`src/hdl/awalk_pkg.sv`:
```
// ----------------------------------------------------------------------------
// awalk_pkg
// Shared types and constants of the archive header walker: signature bytes,
// header type codes, status codes and the result record.
// ----------------------------------------------------------------------------
package awalk_pkg;

  localparam int unsigned SIG_LEN = 7;

  localparam logic [7:0] TYPE_MAIN = 8'h73;
  localparam logic [7:0] TYPE_FILE = 8'h74;

  localparam logic [15:0] MAIN_FIXED = 16'd7;
  localparam logic [15:0] FILE_FIXED = 16'd11;

  localparam logic [1:0] ST_END     = 2'd0;
  localparam logic [1:0] ST_OTHER   = 2'd1;
  localparam logic [1:0] ST_BAD_SIG = 2'd2;
  localparam logic [1:0] ST_TRUNC   = 2'd3;

  typedef struct packed {
    logic [1:0]  status;
    logic [15:0] file_count;
  } result_t;

  function automatic logic [7:0] sig_byte(input logic [2:0] idx);
    logic [7:0] b;
    case (idx)
      3'd0:    b = 8'h52;
      3'd1:    b = 8'h61;
      3'd2:    b = 8'h72;
      3'd3:    b = 8'h21;
      3'd4:    b = 8'h1A;
      3'd5:    b = 8'h07;
      default: b = 8'h00;
    endcase
    return b;
  endfunction

endpackage

```
`src/hdl/archive_header_walker.sv`:
```
// ----------------------------------------------------------------------------
// archive_header_walker
// Walks the block headers of an archive stream and reports the file count
// and an end status on the last byte.
// ----------------------------------------------------------------------------
// The block takes one archive byte per beat and can take a beat in every
// cycle but for the stall below: each byte is held in an input register,
// then the walk state is updated in one step. On the beat marked tlast a
// result beat (file count and status) is loaded into the master side output
// register, and the walk starts over with the next byte; that register may
// wait for tready while the next archive is already flowing in, stalling
// input only when a second last byte comes before the first result is taken.
module archive_header_walker #(
  parameter int COUNT_BITS = 16
) (
  input  logic        clk,
  input  logic        rst,
  input  logic        s_axis_tvalid,
  output logic        s_axis_tready,
  input  logic [7:0]  s_axis_tdata,   // [7:0] data_byte
  input  logic        s_axis_tlast,
  output logic        m_axis_tvalid,
  input  logic        m_axis_tready,
  output logic [23:0] m_axis_tdata    // [15:0] file_count, [17:16] status
);

  localparam int CNT_W = (COUNT_BITS < 16) ? COUNT_BITS : 16;

  logic               in_vld;
  logic [7:0]         in_byte;
  logic               in_last;
  logic               advance;
  awalk_pkg::result_t result;
  awalk_pkg::result_t out_res;
  logic               out_vld;

  assign advance       = in_vld && (!in_last || !out_vld || m_axis_tready);
  assign s_axis_tready = !in_vld || advance;

  always_ff @(posedge clk) begin
    if (rst) begin
      in_vld <= 1'b0;
    end else if (s_axis_tready) begin
      in_vld <= s_axis_tvalid;
    end
  end

  always_ff @(posedge clk) begin
    if (s_axis_tready && s_axis_tvalid) begin
      in_byte <= s_axis_tdata;
      in_last <= s_axis_tlast;
    end
  end

  awalk_core #(
    .CNT_W(CNT_W)
  ) u_core (
    .clk       (clk),
    .rst       (rst),
    .step      (advance),
    .data_byte (in_byte),
    .is_last   (in_last),
    .result    (result)
  );

  always_ff @(posedge clk) begin
    if (rst) begin
      out_vld <= 1'b0;
    end else if (advance && in_last) begin
      out_vld <= 1'b1;
    end else if (m_axis_tready) begin
      out_vld <= 1'b0;
    end
  end

  always_ff @(posedge clk) begin
    if (advance && in_last) begin
      out_res <= result;
    end
  end

  assign m_axis_tvalid = out_vld;
  assign m_axis_tdata  = {6'd0, out_res.status, out_res.file_count};

endmodule

```
`src/hdl/awalk_core.sv`:
```
// ----------------------------------------------------------------------------
// awalk_core
// Per-byte walk state: signature check, block header fields, skip counter
// and file counter. Gives the result for the byte presented on step.
// ----------------------------------------------------------------------------
module awalk_core #(
  parameter int CNT_W = 16
) (
  input  logic                clk,
  input  logic                rst,
  input  logic                step,
  input  logic [7:0]          data_byte,
  input  logic                is_last,
  output awalk_pkg::result_t  result
);

  localparam logic [1:0] PH_SIG  = 2'd0;
  localparam logic [1:0] PH_HDR  = 2'd1;
  localparam logic [1:0] PH_SKIP = 2'd2;
  localparam logic [1:0] PH_DONE = 2'd3;

  logic [1:0]       phase, phase_next;
  logic [3:0]       byte_position, byte_position_next;
  logic [7:0]       block_type, block_type_next;
  logic [15:0]      block_size, block_size_next;
  logic [31:0]      packed_size, packed_size_next;
  logic [32:0]      skip_remaining, skip_remaining_next;
  logic [CNT_W-1:0] files_seen, files_seen_next;
  logic [1:0]       final_status, final_status_next;

  logic [15:0] size_full;
  logic [31:0] packed_full;
  logic [32:0] main_skip;
  logic [32:0] file_skip;
  logic [32:0] skip_dec;
  logic [1:0]  status_now;

  assign size_full   = {data_byte, block_size[7:0]};
  assign packed_full = {data_byte, packed_size[23:0]};
  assign main_skip   = {17'd0, size_full} - {17'd0, awalk_pkg::MAIN_FIXED};
  assign file_skip   = {1'b0, packed_full} + {17'd0, block_size}
                       - {17'd0, awalk_pkg::FILE_FIXED};
  assign skip_dec    = skip_remaining - 33'd1;

  always_comb begin
    phase_next          = phase;
    byte_position_next  = byte_position;
    block_type_next     = block_type;
    block_size_next     = block_size;
    packed_size_next    = packed_size;
    skip_remaining_next = skip_remaining;
    files_seen_next     = files_seen;
    final_status_next   = final_status;
    case (phase)
      PH_SIG: begin
        if (data_byte != awalk_pkg::sig_byte(byte_position[2:0])) begin
          final_status_next = awalk_pkg::ST_BAD_SIG;
          phase_next        = PH_DONE;
        end else if (byte_position >= 4'(awalk_pkg::SIG_LEN - 1)) begin
          byte_position_next = 4'd0;
          phase_next         = PH_HDR;
        end else begin
          byte_position_next = byte_position + 4'd1;
        end
      end
      PH_HDR: begin
        byte_position_next = byte_position + 4'd1;
        case (byte_position)
          4'd2: begin
            block_type_next = data_byte;
            if (data_byte != awalk_pkg::TYPE_MAIN && data_byte != awalk_pkg::TYPE_FILE) begin
              final_status_next = awalk_pkg::ST_OTHER;
              phase_next        = PH_DONE;
            end
          end
          4'd5: block_size_next = {8'd0, data_byte};
          4'd6: begin
            block_size_next  = size_full;
            packed_size_next = 32'd0;
            if (block_type == awalk_pkg::TYPE_MAIN) begin
              if (size_full < awalk_pkg::MAIN_FIXED) begin
                final_status_next = awalk_pkg::ST_TRUNC;
                phase_next        = PH_DONE;
              end else begin
                skip_remaining_next = main_skip;
                byte_position_next  = 4'd0;
                phase_next          = (main_skip == 33'd0) ? PH_HDR : PH_SKIP;
              end
            end
          end
          4'd7: packed_size_next = {24'd0, data_byte};
          4'd8: packed_size_next = {16'd0, data_byte, packed_size[7:0]};
          4'd9: packed_size_next = {8'd0, data_byte, packed_size[15:0]};
          4'd10: begin
            packed_size_next = packed_full;
            if (block_size < awalk_pkg::FILE_FIXED) begin
              final_status_next = awalk_pkg::ST_TRUNC;
              phase_next        = PH_DONE;
            end else begin
              if (files_seen != '1) begin
                files_seen_next = files_seen + CNT_W'(1);
              end
              skip_remaining_next = file_skip;
              byte_position_next  = 4'd0;
              phase_next          = (file_skip == 33'd0) ? PH_HDR : PH_SKIP;
            end
          end
          default: ;
        endcase
      end
      PH_SKIP: begin
        if (skip_remaining != 33'd0) begin
          skip_remaining_next = skip_dec;
        end
        if (skip_remaining <= 33'd1) begin
          byte_position_next = 4'd0;
          phase_next         = PH_HDR;
        end
      end
      default: ;
    endcase
  end

  always_comb begin
    case (phase_next)
      PH_DONE: status_now = final_status_next;
      PH_SIG:  status_now = awalk_pkg::ST_TRUNC;
      PH_HDR:  status_now = (byte_position_next == 4'd0) ? awalk_pkg::ST_END
                                                         : awalk_pkg::ST_TRUNC;
      default: status_now = awalk_pkg::ST_END;
    endcase
    result.status     = status_now;
    result.file_count = 16'(files_seen_next);
  end

  always_ff @(posedge clk) begin
    if (rst || (step && is_last)) begin
      phase          <= PH_SIG;
      byte_position  <= 4'd0;
      block_type     <= 8'd0;
      block_size     <= 16'd0;
      packed_size    <= 32'd0;
      skip_remaining <= 33'd0;
      files_seen     <= '0;
      final_status   <= awalk_pkg::ST_END;
    end else if (step) begin
      phase          <= phase_next;
      byte_position  <= byte_position_next;
      block_type     <= block_type_next;
      block_size     <= block_size_next;
      packed_size    <= packed_size_next;
      skip_remaining <= skip_remaining_next;
      files_seen     <= files_seen_next;
      final_status   <= final_status_next;
    end
  end

endmodule
```
`config.mk`:
```
export PLATFORM = sky130hd
export DESIGN_NAME = archive_header_walker
export DESIGN_NICKNAME = d
export VERILOG_FILES = /design/src/hdl/awalk_pkg.sv /design/src/hdl/archive_header_walker.sv /design/src/hdl/awalk_core.sv
export SDC_FILE = /design/constraint.sdc
export NUM_CORES = 1
export LEC_CHECK = 0
export ABC_AREA = 1
export BUFFER_PORTS_ARGS = -buffer_cell sky130_fd_sc_hd__buf_2
export CAP_MARGIN = 20
export CORE_MARGIN = 10
export CORE_UTILIZATION = 58
export DETAILED_ROUTE_END_ITERATION = 6
export PLACE_DENSITY = 0.78
export SYNTH_ARGS = -nofsm -noshare
export SYNTH_HDL_FRONTEND = slang
export SYNTH_SLANG_ARGS = --single-unit
```
`constraint.sdc`:
```
create_clock -name clk -period 2.64 [get_ports clk]
set_input_delay 0.66 -clock clk [delete_from_list [all_inputs] [get_ports clk]]
set_output_delay 0.66 -clock clk [all_outputs]
set_load 0.005 [all_outputs]
```
# After elaboration in Yosys (flattened, before gate mapping)
# Cells that the tools add are included.
# totals
ff_bits	134
input_bits	13
wordCells	132
# classes
addsub	6
magnitude_cmp	4
n_eq_ne	26
n_mux	44
n_bitwise	4
n_reduce_logical	31
# ops
op	n
two-way mux 33 bit	4
one-hot mux 33 bit (2 select lines)	2
one-hot mux 24 bit (5 select lines)	1
zero test 33 bit	2
two-way mux 16 bit	4
one-hot mux 7 bit (6 select lines)	1
adder 32 x 16 -> 33 bit	1
less-or-equal comparator 33 x 1 -> 1 bit, second input constant	1
nonzero test 33 bit	1
subtractor 33 x 1 -> 33 bit, second input constant	1
subtractor 33 x 4 -> 33 bit, second input constant	1
one-hot mux 16 bit (2 select lines)	1
two-way mux 2 bit	15
two-way mux 4 bit	6
one-hot mux 2 bit (3 select lines)	4
subtractor 16 x 3 -> 17 bit, second input constant	1
adder 16 x 1 -> 16 bit, second input constant	1
< comparator 16 x 3 -> 1 bit, second input constant	1
< comparator 16 x 4 -> 1 bit, second input constant	1
inequality test 16 bit, second input constant	1
inequality test 8 x 7 -> 1 bit, second input constant	2
== test 4 x 3 -> 1 bit, second input constant	3
== test 4 bit, second input constant	3
one-hot mux 4 bit (3 select lines)	1
other kinds (32)	56

# Logic depth before layout (Yosys ltp)
# depth
depth_word	9
depth_mapped	27

# Hierarchy
# A second synthesis with hierarchy kept.
# hier_totals
cells_unflattened	1705
hier_area_um2	10901.7
# modules_own_cells
mod	n_inst	cells_each	area_per_inst_um2
awalk_core	1	1653	9923.3
archive_header_walker	1	52	978.4

# Worst setup path after synthesis
# OpenSTA, ideal clock, no wires.
# synth_path
path_kind	register -> register
from	reg u_core.block_size[1]
to	reg out_res, in the netlist m_axis_tdata[17], data pin
setup_ps	253
arrival_ps	2594
t_required_ps	2387
path_slack_ps	-207
path_stages_with_launch	21
n_path_buf	0
synth_period_minus_slack_ps	2847
path_cell_list	dfxtp_1 -> ha_1 -> ha_1 -> fa_1 -> nand2_1 -> nand3_1 -> nand2_1 -> xor2_1 -> nand3_1 -> nor2_1 -> nand2_1 -> nor2_1 -> nand3_1 -> nor2_2 -> nand3_1 -> nand2_1 -> nand2_2 -> nand2_1 -> nand3_1 -> nand2_1 -> nand2_1
# synth_rtl
element	line	source
start: declaration	awalk_core.sv:25	logic [15:0] block_size, block_size_next;
start signal: assignment	awalk_core.sv:150	block_size <= block_size_next;
end signal: assignment	archive_header_walker.sv:78	out_res <= result;
end: declaration	archive_header_walker.sv:34	awalk_pkg::result_t out_res;

==> out/metrics.yaml <==
cts_max_level: 4
avgViaCountPerCell: 5.56
critPathCaptureType: "flip-flop"
fin_ws_ps: -460
hp-class: "input port to flip-flop"
drc: 0
path_cells: "ha_4, ha_4, fa_2, nand2_2, nand3_2, nand2_2, xor2_2, nand3_1, nor2_1, nand2_1, nor2_1, nand3_1, nor2_2, nand3_1, nand2_1, nand2_2, nand2_1, nand3_1, nand2_1, nand2_1"
vias: 11800
reg2reg_slack_ps: -460
synth-seq-cells: 134
num_io_pins: 39
p_total_w: 0.00615
slew_viol_final: 0
fin_crit_ps: 3100
peakVddDrop_v: 0.000508
clockRootBuffer: "clkbuf_16"
syn-cell-area_sq_mm: 0.0107
placed_area_sq_mm: 0.0125
violations: "setup timing"
min_from: "rst"
cts_hold_buffers: 0
yosys_most_used_dff: "dfxtp_1"
cp_slowest_cell: "fa_2"
dieHeight_um: 156
cp-start-kind: "flip-flop"
grt_pass1_wl_um: 55700
drive_gt1_share_pct: 23.9
r2r-end: "m_axis_tdata[16]"
rows: 49
wire_per_inst_um: 16.6
avgSynthCellArea_sq_um: 6.40
clockPowerShare_pct: 41.9
port_buffers: 32
ant_nets: 0
die_w_um: 156
grt_setup_unrepaired: "true"
grt_overflow: 0
hold_end: "in_vld"
outcome: "complete, but fails checks"
reg2reg_depth: 20
timing.rr.start: "u_core.block_size[1]"
max_freq_mhz: 323
cp_common_cell: "nand2_1"
place_congestion: 1.02
start_util_pct: 59.4
die-area_sq_mm: 0.0244
clockBufferDepth: 2
finalHoldViolations: 0
area_growth_syn_to_layout_pct: 27.9
first_global_vias: 11100
post-route-period-util_pct: 117
hold_path_depth: 2
setup_violations: 5
critical_path_arrival_ps: 3290
clock-sinks: 134
critPathKind: "flip-flop to flip-flop"
fp.coreArea_sq_mm: 0.0181
fin_cells: 2123
relSlewSlack_pct: 50.8
drt_pre_antenna_iters: 6
clk_latency_ps: 440
postSynthCellCount: 1678
intPower_w: 0.00412
power_switching_w: 0.00203
track_usage_pct: 28.3
comb_power_share_pct: 22.1
max_stage_delay_ps: 400
wirelength_um: 35300
dp_slack_ps: -444
grt_max_degree: 64
seq_area_frac_synth_pct: 27.5
clk_pin_slew_worst_paths_ps: 70
ys_warn_count: 0
finClkSkew_ps: 14.9
final_cell_area_sq_mm: 0.0137
cts_tree: "done"
cp_max_fo: 4
seqPwrFrac_pct: 35.9
worstMarginPinSlew_ps: 735
dpl.hpwl_um: 25500
synth_cell_types: 52
p_per_area_mw_per_mm2: 447
tns_ps: -1500
numCtsBuffers: 17
ys_async_sr_fraction_pct: 0
maxCapViolCount: 0
numPlacedInstances: 2083
antenna_found_initial: 0
netSwitchingFraction_pct: 33.0
num_antenna_cells: 0
synth_edf_count: 27
drtIter0Drc: 1147
finalNetCount: 1965
fillers: 1417
p_leak_nw: 6.68
required_ps: 2830
-- stage by stage --
stage / utilization, % / hold slack, ps
global route: 76.0 / 391
floorplan: - / 430
detailed placement: 69.1 / 458
CTS: 74.0 / 383
finish: 76.0 / 386
global placement: 69.1 / 437
-- repair_timing --
item,in CTS,in global routing
setup endpoints to repair,14,39
buffers inserted,2,6
resized for setup,38,100
pin swaps,15,39
endpoints found under the hold margin,0,0
-- Yosys cell counts, types with 6 or more instances --
master    count  area, sq um
a211oi_1     20          150
a21oi_1     118          591
buf_2         8         40.0
buf_4         7         52.6
clkbuf_1     31          116
dfxtp_1     107         2140
edfxtp_1     27          811
ha_1         70          876
inv_1       297         1110
inv_2         7         26.3
nand2_1     419         1570
nand2_2      15         93.8
nand3_1      85          425
nand4_1      21          131
nor2_1      156          586
nor2_2       21          131
nor2_4        6         67.6
nor3_1       18         90.1
nor4_1        7         43.8
o211ai_1     13         97.6
o21ai_0     104          521
xnor2_1       6         52.6
xor2_1       49          429
-- final cells by class --
class	count	area [sq um]	share of cell area, %
clock inverters	15	199	1.45
inverters	306	1150	8.36
multi-input cells	1191	7010	51.0
clock buffers	17	425	3.10
flip-flops and latches	134	2970	21.6
well taps	229	287	2.08
repair buffers	231	1710	12.4
-- power groups by stage --
stage,clock [W],sequential [W],combinational [W]
after floorplan,0,0.00224,0.000842
after global placement,0,0.00225,0.00123
after detailed placement,0,0.00225,0.00126
after CTS,0.00258,0.00221,0.00128
after global routing,0.00267,0.00222,0.00149
final,0.00258,0.00221,0.00136
-- cell families (layout without fill, tap and decap cells) --
group           Yosys count  after routing  share of synthesized area (%)
flops                   134            134                           27.5
simple gates            766            766                           31.0
compound gates          293            293                           15.5
buf+inv                 358            569                           13.2
fa+ha+maj                71             71                           8.34
xor+xnor                 55             55                           4.48
other cells               1              6                         0.0349
-- worst max-delay path by stage --
stage                                from                to  depth (start not counted)
floorplan            u_core.block_size[1]  m_axis_tdata[17]                         23
global placement    u_core.block_size[11]  m_axis_tdata[16]                         23
detailed placement   u_core.block_size[4]  m_axis_tdata[16]                         25
CTS                 u_core.packed_size[1]  m_axis_tdata[16]                         20
global route         u_core.block_size[1]  m_axis_tdata[17]                         20
finish               u_core.block_size[1]  m_axis_tdata[16]                         20
-- per-layer routing --
metal	GRT usage, %	vias to the layer above	wire [um]
met5	0	-	0
met1	36.3	5384	14900
met4	12.1	0	1420
li1	-	5761	-
met2	45.3	533	15800
met3	5.76	119	3190
-- registers in the layout (all words and copies together) (netlist names) --
name,cells
u_core.skip_remaining,33
u_core.packed_size,24
m_axis_tdata,18
u_core.block_size,16
u_core.files_seen,16
in_byte,8
u_core.block_type,8
u_core.byte_position,4
u_core.final_status,2
u_core.phase,2
in_last,1
in_vld,1
m_axis_tvalid,1
-- layout by cell type, fill, tap and decap left out, types with 14 or more instances in the layout --
cell type / netlist / routed
xor2_1: 49 / 44
buf_2: 8 / 32
nand2_1: 419 / 388
nand2_2: 15 / 43
ha_4: 0 / 20
nor3_1: 18 / 17
a211oi_1: 20 / 19
ha_1: 70 / 50
edfxtp_1: 27 / 27
nor2_1: 156 / 150
dfxtp_1: 107 / 99
o21ai_0: 104 / 89
buf_4: 7 / 194
clkbuf_16: 0 / 17
nand3_1: 85 / 74
o21ai_1: 5 / 14
a21oi_1: 118 / 107
inv_2: 7 / 24
nor2_2: 21 / 22
inv_1: 297 / 280
nand4_1: 21 / 21
-- critical path: cells and delay by family (launching register included) --
kind	cells	cell delay, ps
AND/OR/NAND/NOR	16	1530
adder cells (fa/ha/maj)	3	810
flip-flops	1	350
XOR/XNOR	1	160
No activity file was read; power rests on OpenSTA's default activity.
